[src/sv/ffca_pkg.sv]
// shared types and constants of the first-fit contiguous allocator
package ffca_pkg;

    // default number of built slots
    localparam int HALL_SLOTS_DEF = 64;

    // item and result field widths
    localparam int MODE_W  = 1;
    localparam int START_W = 6;
    localparam int WIDTH_W = 7;
    localparam int HALL_W  = 7;
    localparam int S_DATA_W = 16;
    localparam int M_DATA_W = 8;

    // configuration port
    localparam int PADDR_W = 3;
    localparam int PDATA_W = 32;
    localparam logic REG_HALL_SIZE = 1'b0;
    localparam logic [HALL_W-1:0] HALL_SIZE_RST = 7'd64;

    // item kinds
    localparam logic MODE_ALLOC = 1'b0;
    localparam logic MODE_FREE  = 1'b1;

    // controller to datapath commands
    typedef struct packed {
        logic load;
        logic clear_step;
        logic scan_step;
        logic walk_step;
        logic out_load;
    } dp_cmd_t;

    // datapath to controller status
    typedef struct packed {
        logic clr_last;
        logic scan_hit;
        logic scan_miss;
        logic walk_done;
        logic out_busy;
    } dp_sts_t;

endpackage

[src/sv/ffca_ram.sv]
// generic single-write, single-read ram with registered read data
module ffca_ram #(
    parameter int WIDTH = 1,
    parameter int DEPTH = 64
) (
    input  logic                                   aclk,
    input  logic                                   we,
    input  logic [(DEPTH > 1 ? $clog2(DEPTH) : 1)-1:0] waddr,
    input  logic [WIDTH-1:0]                       wdata,
    input  logic [(DEPTH > 1 ? $clog2(DEPTH) : 1)-1:0] raddr,
    output logic [WIDTH-1:0]                       rdata
);

    logic [WIDTH-1:0] mem [DEPTH];

    always_ff @(posedge aclk) begin
        if (we) begin
            mem[waddr] <= wdata;
        end
        rdata <= mem[raddr];
    end

endmodule

[src/sv/ffca_datapath.sv]
// datapath: occupancy map, scan and walk counters, output register
module ffca_datapath
    import ffca_pkg::*;
#(
    parameter int HALL_SLOTS = HALL_SLOTS_DEF
) (
    input  logic                aclk,
    input  logic                aresetn,
    input  dp_cmd_t             cmd,
    output dp_sts_t             sts,
    input  logic [HALL_W-1:0]   hall_size,
    input  logic                s_mode,
    input  logic [START_W-1:0]  s_start,
    input  logic [WIDTH_W-1:0]  s_width,
    input  logic                m_tready,
    output logic                m_valid,
    output logic                m_granted,
    output logic [START_W-1:0]  m_start
);

    localparam int IDX_W = (HALL_SLOTS > 1) ? $clog2(HALL_SLOTS) : 1;
    localparam int CNT_W = $clog2(HALL_SLOTS + 1);
    localparam int SZ_W  = ((CNT_W > WIDTH_W) ? CNT_W : WIDTH_W) + 1;

    logic [SZ_W-1:0]    idx_reg;
    logic [SZ_W-1:0]    end_reg;
    logic [SZ_W-1:0]    size_reg;
    logic [SZ_W-1:0]    width_reg;
    logic [SZ_W-1:0]    run_reg;
    logic [IDX_W-1:0]   first_reg;
    logic [IDX_W-1:0]   ev_idx_reg;
    logic               ev_vld_reg;
    logic               mode_reg;
    logic               grant_reg;
    logic [START_W-1:0] res_reg;
    logic               m_valid_reg;
    logic               m_granted_reg;
    logic [START_W-1:0] m_start_reg;

    logic [SZ_W-1:0]    eff_size;
    logic [SZ_W-1:0]    free_sum;
    logic [SZ_W-1:0]    free_end;
    logic [SZ_W-1:0]    run_inc;
    logic [IDX_W-1:0]   first_new;
    logic               ev_busy;
    logic               hit;
    logic               miss;
    logic               ram_we;
    logic               ram_wdata;

    // hall size clipped at the built count
    assign eff_size = (SZ_W'(hall_size) >= SZ_W'(HALL_SLOTS)) ? SZ_W'(HALL_SLOTS)
                                                               : SZ_W'(hall_size);
    assign free_sum = SZ_W'(s_start) + SZ_W'(s_width);
    assign free_end = (free_sum > eff_size) ? eff_size : free_sum;

    // scan evaluation of the slot read in the previous cycle
    assign run_inc   = run_reg + SZ_W'(1);
    assign first_new = (run_reg == '0) ? ev_idx_reg : first_reg;
    assign hit       = ev_vld_reg && !ev_busy && (run_inc == width_reg);
    assign miss      = (width_reg == '0) || (!ev_vld_reg && (idx_reg >= size_reg));

    assign ram_we    = cmd.clear_step || cmd.walk_step;
    assign ram_wdata = cmd.clear_step ? 1'b0 : (mode_reg == MODE_ALLOC);

    ffca_ram #(
        .WIDTH (1),
        .DEPTH (HALL_SLOTS)
    ) u_map (
        .aclk  (aclk),
        .we    (ram_we),
        .waddr (idx_reg[IDX_W-1:0]),
        .wdata (ram_wdata),
        .raddr (idx_reg[IDX_W-1:0]),
        .rdata (ev_busy)
    );

    always_ff @(posedge aclk) begin
        if (!aresetn) begin
            idx_reg    <= '0;
            ev_vld_reg <= 1'b0;
        end else if (cmd.load) begin
            mode_reg   <= s_mode;
            width_reg  <= SZ_W'(s_width);
            size_reg   <= eff_size;
            run_reg    <= '0;
            first_reg  <= '0;
            ev_vld_reg <= 1'b0;
            if (s_mode == MODE_FREE) begin
                idx_reg   <= SZ_W'(s_start);
                end_reg   <= free_end;
                grant_reg <= 1'b1;
                res_reg   <= s_start;
            end else begin
                idx_reg   <= '0;
                grant_reg <= 1'b0;
                res_reg   <= '0;
            end
        end else if (cmd.clear_step || cmd.walk_step) begin
            idx_reg <= idx_reg + SZ_W'(1);
        end else if (cmd.scan_step) begin
            if (hit) begin
                idx_reg    <= SZ_W'(first_new);
                end_reg    <= SZ_W'(first_new) + width_reg;
                grant_reg  <= 1'b1;
                res_reg    <= START_W'(first_new);
                ev_vld_reg <= 1'b0;
            end else begin
                if (ev_vld_reg) begin
                    run_reg <= ev_busy ? '0 : run_inc;
                    if (!ev_busy) begin
                        first_reg <= first_new;
                    end
                end
                if (idx_reg < size_reg) begin
                    idx_reg    <= idx_reg + SZ_W'(1);
                    ev_idx_reg <= idx_reg[IDX_W-1:0];
                    ev_vld_reg <= 1'b1;
                end else begin
                    ev_vld_reg <= 1'b0;
                end
            end
        end
    end

    // output register
    always_ff @(posedge aclk) begin
        if (!aresetn) begin
            m_valid_reg <= 1'b0;
        end else if (cmd.out_load) begin
            m_valid_reg   <= 1'b1;
            m_granted_reg <= grant_reg;
            m_start_reg   <= res_reg;
        end else if (m_tready) begin
            m_valid_reg <= 1'b0;
        end
    end

    assign m_valid   = m_valid_reg;
    assign m_granted = m_granted_reg;
    assign m_start   = m_start_reg;

    assign sts.clr_last  = (idx_reg == SZ_W'(HALL_SLOTS - 1));
    assign sts.scan_hit  = hit;
    assign sts.scan_miss = miss;
    assign sts.walk_done = (idx_reg >= end_reg);
    assign sts.out_busy  = m_valid_reg && !m_tready;

endmodule

[src/sv/ffca_ctrl.sv]
// controller state machine: clearing pass, scan, run update, result hand-off
module ffca_ctrl
    import ffca_pkg::*;
(
    input  logic    aclk,
    input  logic    aresetn,
    input  logic    s_tvalid,
    input  logic    s_mode,
    output logic    s_tready,
    input  dp_sts_t sts,
    output dp_cmd_t cmd
);

    typedef enum logic [2:0] {
        ST_CLEAR,
        ST_IDLE,
        ST_SCAN,
        ST_WALK,
        ST_RESP
    } state_t;

    state_t state_reg;
    logic   accept;

    assign s_tready = (state_reg == ST_IDLE);
    assign accept   = s_tvalid && s_tready;

    always_comb begin
        cmd            = '0;
        cmd.load       = accept;
        cmd.clear_step = (state_reg == ST_CLEAR);
        cmd.scan_step  = (state_reg == ST_SCAN);
        cmd.walk_step  = (state_reg == ST_WALK) && !sts.walk_done;
        cmd.out_load   = (state_reg == ST_RESP) && !sts.out_busy;
    end

    always_ff @(posedge aclk) begin
        if (!aresetn) begin
            state_reg <= ST_CLEAR;
        end else begin
            case (state_reg)
                ST_CLEAR: begin
                    if (sts.clr_last) begin
                        state_reg <= ST_IDLE;
                    end
                end
                ST_IDLE: begin
                    if (accept) begin
                        state_reg <= (s_mode == MODE_FREE) ? ST_WALK : ST_SCAN;
                    end
                end
                ST_SCAN: begin
                    if (sts.scan_hit) begin
                        state_reg <= ST_WALK;
                    end else if (sts.scan_miss) begin
                        state_reg <= ST_RESP;
                    end
                end
                ST_WALK: begin
                    if (sts.walk_done) begin
                        state_reg <= ST_RESP;
                    end
                end
                ST_RESP: begin
                    if (!sts.out_busy) begin
                        state_reg <= ST_IDLE;
                    end
                end
                default: begin
                    state_reg <= ST_CLEAR;
                end
            endcase
        end
    end

endmodule

[src/sv/first_fit_contiguous_allocator.sv]
// top level: first-fit contiguous slot allocator with apb configuration
// throughput: one item at a time; the map ram is scanned one slot per cycle
// reset: synchronous active-low aresetn; afterwards a clearing pass marks every one of the
//   HALL_SLOTS slots free, and s_tready stays low until it ends
// hall_size resets to 64; configuration writes are taken at any time
module first_fit_contiguous_allocator
    import ffca_pkg::*;
#(
    parameter int HALL_SLOTS = HALL_SLOTS_DEF
) (
    input  logic                 aclk,
    input  logic                 aresetn,
    // input stream
    input  logic                 s_tvalid,
    output logic                 s_tready,
    input  logic [S_DATA_W-1:0]  s_tdata,   // run_start[5:0], run_width[12:6], zero pad
    input  logic [0:0]           s_tuser,   // mode[0]
    // result stream
    output logic                 m_tvalid,
    input  logic                 m_tready,
    output logic [M_DATA_W-1:0]  m_tdata,   // granted[0], start_index[6:1], zero pad
    // configuration port
    input  logic                 psel,
    input  logic                 penable,
    input  logic                 pwrite,
    input  logic [PADDR_W-1:0]   paddr,
    input  logic [PDATA_W-1:0]   pwdata,
    output logic [PDATA_W-1:0]   prdata,
    output logic                 pready
);

    logic [HALL_W-1:0]  hall_size_reg;
    logic               cfg_wr;
    dp_cmd_t            dp_cmd;
    dp_sts_t            dp_sts;
    logic               m_granted;
    logic [START_W-1:0] m_start;

    // register write happens on the access phase of a transfer
    assign pready = 1'b1;
    assign cfg_wr = psel && penable && pwrite && pready;

    always_ff @(posedge aclk) begin
        if (!aresetn) begin
            hall_size_reg <= HALL_SIZE_RST;
        end else if (cfg_wr && (paddr[2] == REG_HALL_SIZE)) begin
            hall_size_reg <= pwdata[HALL_W-1:0];
        end
    end

    // register index comes from the word address bit; other indexes read zero
    assign prdata = (paddr[2] == REG_HALL_SIZE) ? PDATA_W'(hall_size_reg) : '0;

    // sequencer: clearing pass, scan, mark or free, result hand-off
    ffca_ctrl u_ctrl (
        .aclk     (aclk),
        .aresetn  (aresetn),
        .s_tvalid (s_tvalid),
        .s_mode   (s_tuser[0]),
        .s_tready (s_tready),
        .sts      (dp_sts),
        .cmd      (dp_cmd)
    );

    // map ram, counters, and the output register that lets the next transfer in
    ffca_datapath #(
        .HALL_SLOTS (HALL_SLOTS)
    ) u_dp (
        .aclk      (aclk),
        .aresetn   (aresetn),
        .cmd       (dp_cmd),
        .sts       (dp_sts),
        .hall_size (hall_size_reg),
        .s_mode    (s_tuser[0]),
        .s_start   (s_tdata[START_W-1:0]),
        .s_width   (s_tdata[START_W+WIDTH_W-1:START_W]),
        .m_tready  (m_tready),
        .m_valid   (m_tvalid),
        .m_granted (m_granted),
        .m_start   (m_start)
    );

    assign m_tdata = {1'b0, m_start, m_granted};

    // a refused allocation always reports start zero
    assert property (@(posedge aclk) disable iff (!aresetn)
        (m_tvalid && !m_granted) |-> (m_start == '0))
        else $error("refused allocation with nonzero start");

    // the map is never written while a new transfer can be taken
    assert property (@(posedge aclk) disable iff (!aresetn)
        s_tready |-> (!dp_cmd.walk_step && !dp_cmd.clear_step))
        else $error("map write while idle");

    // a result is only loaded into a free output register
    assert property (@(posedge aclk) disable iff (!aresetn)
        dp_cmd.out_load |-> (!m_tvalid || m_tready))
        else $error("result overwrote a pending transfer");

    // reset always starts the clearing pass
    assert property (@(posedge aclk)
        !aresetn |=> !s_tready)
        else $error("input ready right after reset");

endmodule

[config.mk]
export PLATFORM = sky130hd
export DESIGN_NAME = first_fit_contiguous_allocator
export DESIGN_NICKNAME = d
export VERILOG_FILES = /design/src/sv/ffca_pkg.sv /design/src/sv/ffca_ram.sv /design/src/sv/ffca_datapath.sv /design/src/sv/ffca_ctrl.sv /design/src/sv/first_fit_contiguous_allocator.sv
export SDC_FILE = /design/constraint.sdc
export NUM_CORES = 1
export LEC_CHECK = 0
export ABC_CLOCK_PERIOD_IN_PS = 5270
export BUFFER_PORTS_ARGS = -buffer_cell sky130_fd_sc_hd__buf_2
export CORE_MARGIN = 2
export CORE_UTILIZATION = 25
export DETAILED_ROUTE_END_ITERATION = 10
export GPL_ROUTABILITY_DRIVEN = 0
export GPL_TIMING_DRIVEN = 0
export HOLD_SLACK_MARGIN = 0.02
export PLACE_DENSITY = 0.41
export SLEW_MARGIN = 20
export SYNTH_ARGS = -nofsm -noshare
export SYNTH_HDL_FRONTEND = slang
export SYNTH_SLANG_ARGS = --single-unit
export TNS_END_PERCENT = 5
[constraint.sdc]
create_clock -name aclk -period 5.27 [get_ports aclk]
set_input_delay 0.7905 -clock aclk [delete_from_list [all_inputs] [get_ports aclk]]
set_output_delay 0.7905 -clock aclk [all_outputs]
set_load 0.01 [all_outputs]
==> impl_summary.log <==
[metrics] top cell type's share of synthesized area: about 47%
[metrics] transition time of the tightest slew-check pin: 0.8573 ns
[metrics] async set-reset flop share out of synthesis: 0%
[metrics] largest reg by FF count: u_dp.u_map.mem
[metrics] wire length of the first global-routing pass: 32.04 mm
[metrics] fill count: 3160
[metrics] clock root buffer master: sky130_fd_sc_hd__clkbuf_16
[metrics] Crit path arrival time: 4.25 ns
[metrics] I/O pin cnt: 102
[metrics] Pins Over Slew Limit: 0
[metrics] global-route usage over all layers: 13.04%
[metrics] Resize count post-CTS: 0
[metrics] commonest cells in the netlist: 121 x sky130_fd_sc_hd__edfxtp_1, 109 x sky130_fd_sc_hd__nor2_1, 54 x sky130_fd_sc_hd__nand2_1
[metrics] total number of H-tree levels: 4
[metrics] final standard cell area without fillers: 9244 um2
[metrics] area added between synthesis and finish: 19.49%
[metrics] Post-CTS Setup Inserts: 0
[metrics] critical path's slowest cell: sky130_fd_sc_hd__a2111oi_0
[metrics] WL final: 20.73 mm
[metrics] final non-filler cell total: 1217
[metrics] Worst-path clk slew: around 0.07 ns
[metrics] final setup TNS: 0 ns
[metrics] synthesized instance count: 717
[metrics] number of DRC markers in iteration 0: about 440
[metrics] Cell Rows: 64
[metrics] initial core utilization: 25.36%
[metrics] Die H: 179.9 um
[metrics] total congestion overflow after global routing: 0
[metrics] number of cells after detailed placement: roughly 1200
[metrics] post-layout net count: 906
[metrics] number of buffers added by the clock tree synthesis step: 17
[metrics] maximum number of pins on one net before global-route repair: 30
[metrics] final HPWL from detailed placement: 15.12 mm
[metrics] cell types occupying the most area after synthesis: sky130_fd_sc_hd__edfxtp_1 47%, sky130_fd_sc_hd__ha_1 6.0%, sky130_fd_sc_hd__dfxtp_1 5.4%
[metrics] class of the most critical setup path: flip-flop to flip-flop
[metrics] final antenna-violating net count: 0
[metrics] horizontal extent of the die: 179.9 um
[metrics] DR DRC count: 0
[metrics] CP Cell Sequence: buf_2 -> clkinv_1 -> ha_1 -> nand2b_1 -> a2111oi_0 -> o31ai_1 -> and2_1 -> buf_2 -> nor2_1 -> nand3_1 -> nor2_1
[metrics] Vias/cell: 4.544
[metrics] Detailed Routing Iterations Pass 1: 4
[metrics] Post-Route Skew: approximately 0.012 ns
[metrics] Syn Area/Cell: between 10 and 15 um2
[metrics] top flip-flop cell by instance count after synthesis: sky130_fd_sc_hd__edfxtp_1
[metrics] final hold slack: roughly 0.42 ns
[metrics] element type at the critical path end: flip-flop
[metrics] Req. time, crit path: about 5.4 ns
[metrics] Yosys reg bits: ~140
[metrics] routed length per instance: 17.03 um
[metrics] most common cell in the synthesized netlist: sky130_fd_sc_hd__edfxtp_1
[metrics] worst slew margin relative to its limit: 42.85%
[metrics] fraction of final layout cells sized beyond drive strength 1: 16.81%
[metrics] count of unique library cells instantiated by Yosys: 70
[metrics] Mapped Area: a little under 8000 um2
[metrics] max-cap viol count: 0
[metrics] sequential cell area fraction in the yosys report: 52.40%
[metrics] unrepaired setup endpoints after global routing: false
[metrics] path class of the lowest-slack min-delay path: flip-flop to flip-flop
[metrics] nature of the critical path startpoint: flip-flop
[metrics] count of inserted antenna diode cells: 0
[metrics] antenna violations before repair: 0
[metrics] Placed Instance Area: ~8600 um2
[metrics] TritonCTS clock tree: done
[metrics] floorplan die area: 32370 um2
[metrics] count of input and output buffers: 44
[metrics] number of synthesized flops with an enable pin: roughly 120
[metrics] power per standard cell area: 393.3 nW/um2
[metrics] via count: approximately 5500
[metrics] WP buf/inv: 3
[metrics] ratio of final minimum period to clock period: 78.15%
[metrics] cell taking the most area after synthesis: sky130_fd_sc_hd__edfxtp_1
[metrics] later-pin clock latency in the skew report: 0.44 ns
[metrics] synthesis warning total: 0
[metrics] number of hold violations in the final report: 0
[metrics] CP max stage delay: 0.46 ns
[metrics] number of flip-flops in the largest register: 64
[metrics] final worst path period need: about 4.1 ns
[metrics] status: completed
[metrics] worst vdd ir: roughly 0.23 mV
[metrics] Clock Sinks: 142
[metrics] leakage power: 3.584 nW
[metrics] Final setup violation count: 0
[metrics] number of global-route vias before repair: 5406
[metrics] largest fanout on the critical path: 10
[metrics] clk buf depth: 2
[metrics] critical path's top delay family: simple AND/OR/NAND/NOR gates
[metrics] hold-fix buffers at CTS: 0
[metrics] upper clock frequency limit: 242.8 MHz
[metrics] area inside the core boundary: 30510 um2
## power breakdown
part,switching (mW),leakage (nW),internal [mW]
clock,0.498,0.296,0.730
sequential,0.0566,1.27,1.32
combinational,0.661,2.01,0.367
total,1.22,3.58,2.42
## per-layer routing
layer	routed length, um	vias up	GRT usage, %
met2	9098	139	19.51
li1	-	2733	-
met5	0	-	0
met4	376	0	4.585
met1	10310	2636	18.66
met3	939	22	2.593
## worst register-to-register path, stage by stage, from the launching register on
cell and delay, ns:
sky130_fd_sc_hd__dfxtp_1 0.38, sky130_fd_sc_hd__buf_2 0.32, sky130_fd_sc_hd__clkinv_1 0.44, sky130_fd_sc_hd__ha_1 0.42, sky130_fd_sc_hd__nand2b_1 0.14, sky130_fd_sc_hd__a2111oi_0 0.46, sky130_fd_sc_hd__o31ai_1 0.27, sky130_fd_sc_hd__and2_1 0.22
sky130_fd_sc_hd__buf_2 0.18, sky130_fd_sc_hd__nor2_1 0.27, sky130_fd_sc_hd__nand3_1 0.46, sky130_fd_sc_hd__nor2_1 0.25
## placed cells by master (no fill, tap or decap), types with 8 or more instances in the layout
cell and count:
sky130_fd_sc_hd__edfxtp_1 121, sky130_fd_sc_hd__nor2_1 108, sky130_fd_sc_hd__nand2_1 54, sky130_fd_sc_hd__buf_2 48, sky130_fd_sc_hd__ha_1 37, sky130_fd_sc_hd__inv_1 34
sky130_fd_sc_hd__nand3_1 28, sky130_fd_sc_hd__buf_4 28, sky130_fd_sc_hd__conb_1 27, sky130_fd_sc_hd__o21ai_0 23, sky130_fd_sc_hd__a21oi_1 22, sky130_fd_sc_hd__clkbuf_1 21
sky130_fd_sc_hd__clkbuf_16 21, sky130_fd_sc_hd__dfxtp_1 21, sky130_fd_sc_hd__mux2i_1 20, sky130_fd_sc_hd__xnor2_1 15, sky130_fd_sc_hd__a31oi_1 13, sky130_fd_sc_hd__nor2b_1 11
sky130_fd_sc_hd__a21o_1 11, sky130_fd_sc_hd__xor2_1 9, sky130_fd_sc_hd__nand2b_1 8, sky130_fd_sc_hd__mux4_2 8
## stage by stage
step,power (mW),utilization (%),setup WS (ns)
2_1_floorplan,2.079,-,1.965
3_3_place_gp,2.430,28.01,0.6484
3_5_place_dp,2.444,28.29,1.090
4_1_cts,3.675,30.30,1.054
5_1_grt,3.831,30.30,0.7989
6_report,3.636,30.30,1.152
## worst paths after layout
check,from,endpoint,slack [ns],depth (start not counted)
worst min register to register,u_dp.res_reg[4],u_dp.m_start[4],0.42,0
worst max-delay path,u_dp.idx_reg[0],u_dp.u_map.mem[51],1.15,11
worst min-delay path,u_dp.res_reg[4],u_dp.m_start[4],0.42,0
worst max register to register,u_dp.idx_reg[0],u_dp.u_map.mem[51],1.15,11
## final cells by class
class                      count  area [um2]  share of cell area, %
sequential                   142        4054                  43.85
multi-input combinational    504        3307                  35.77
clock buffer                  23       543.0                  5.874
tap                          396       495.5                  5.360
buffer                        59       346.6                  3.749
timing repair buffer          47       290.3                  3.140
inverter                      37       138.9                  1.502
clock inverter                 9       68.82                 0.7445
## cells by family (layout without fill, tap and decap cells)
group | Yosys count | in the layout | share of synthesized area (%)
AND/OR/NAND/NOR | 257 | 257 | 15.35
flip-flops | 142 | 142 | 52.40
AO/OA/AOI/OAI | 123 | 123 | 10.87
buffers and inverters | 96 | 175 | 6.275
adder cells (fa/ha/maj) | 39 | 39 | 6.502
multiplexers | 34 | 34 | 5.790
XOR/XNOR | 24 | 24 | 2.717
other | 2 | 27 | 0.09708
(Power assumes the default switching activity.)
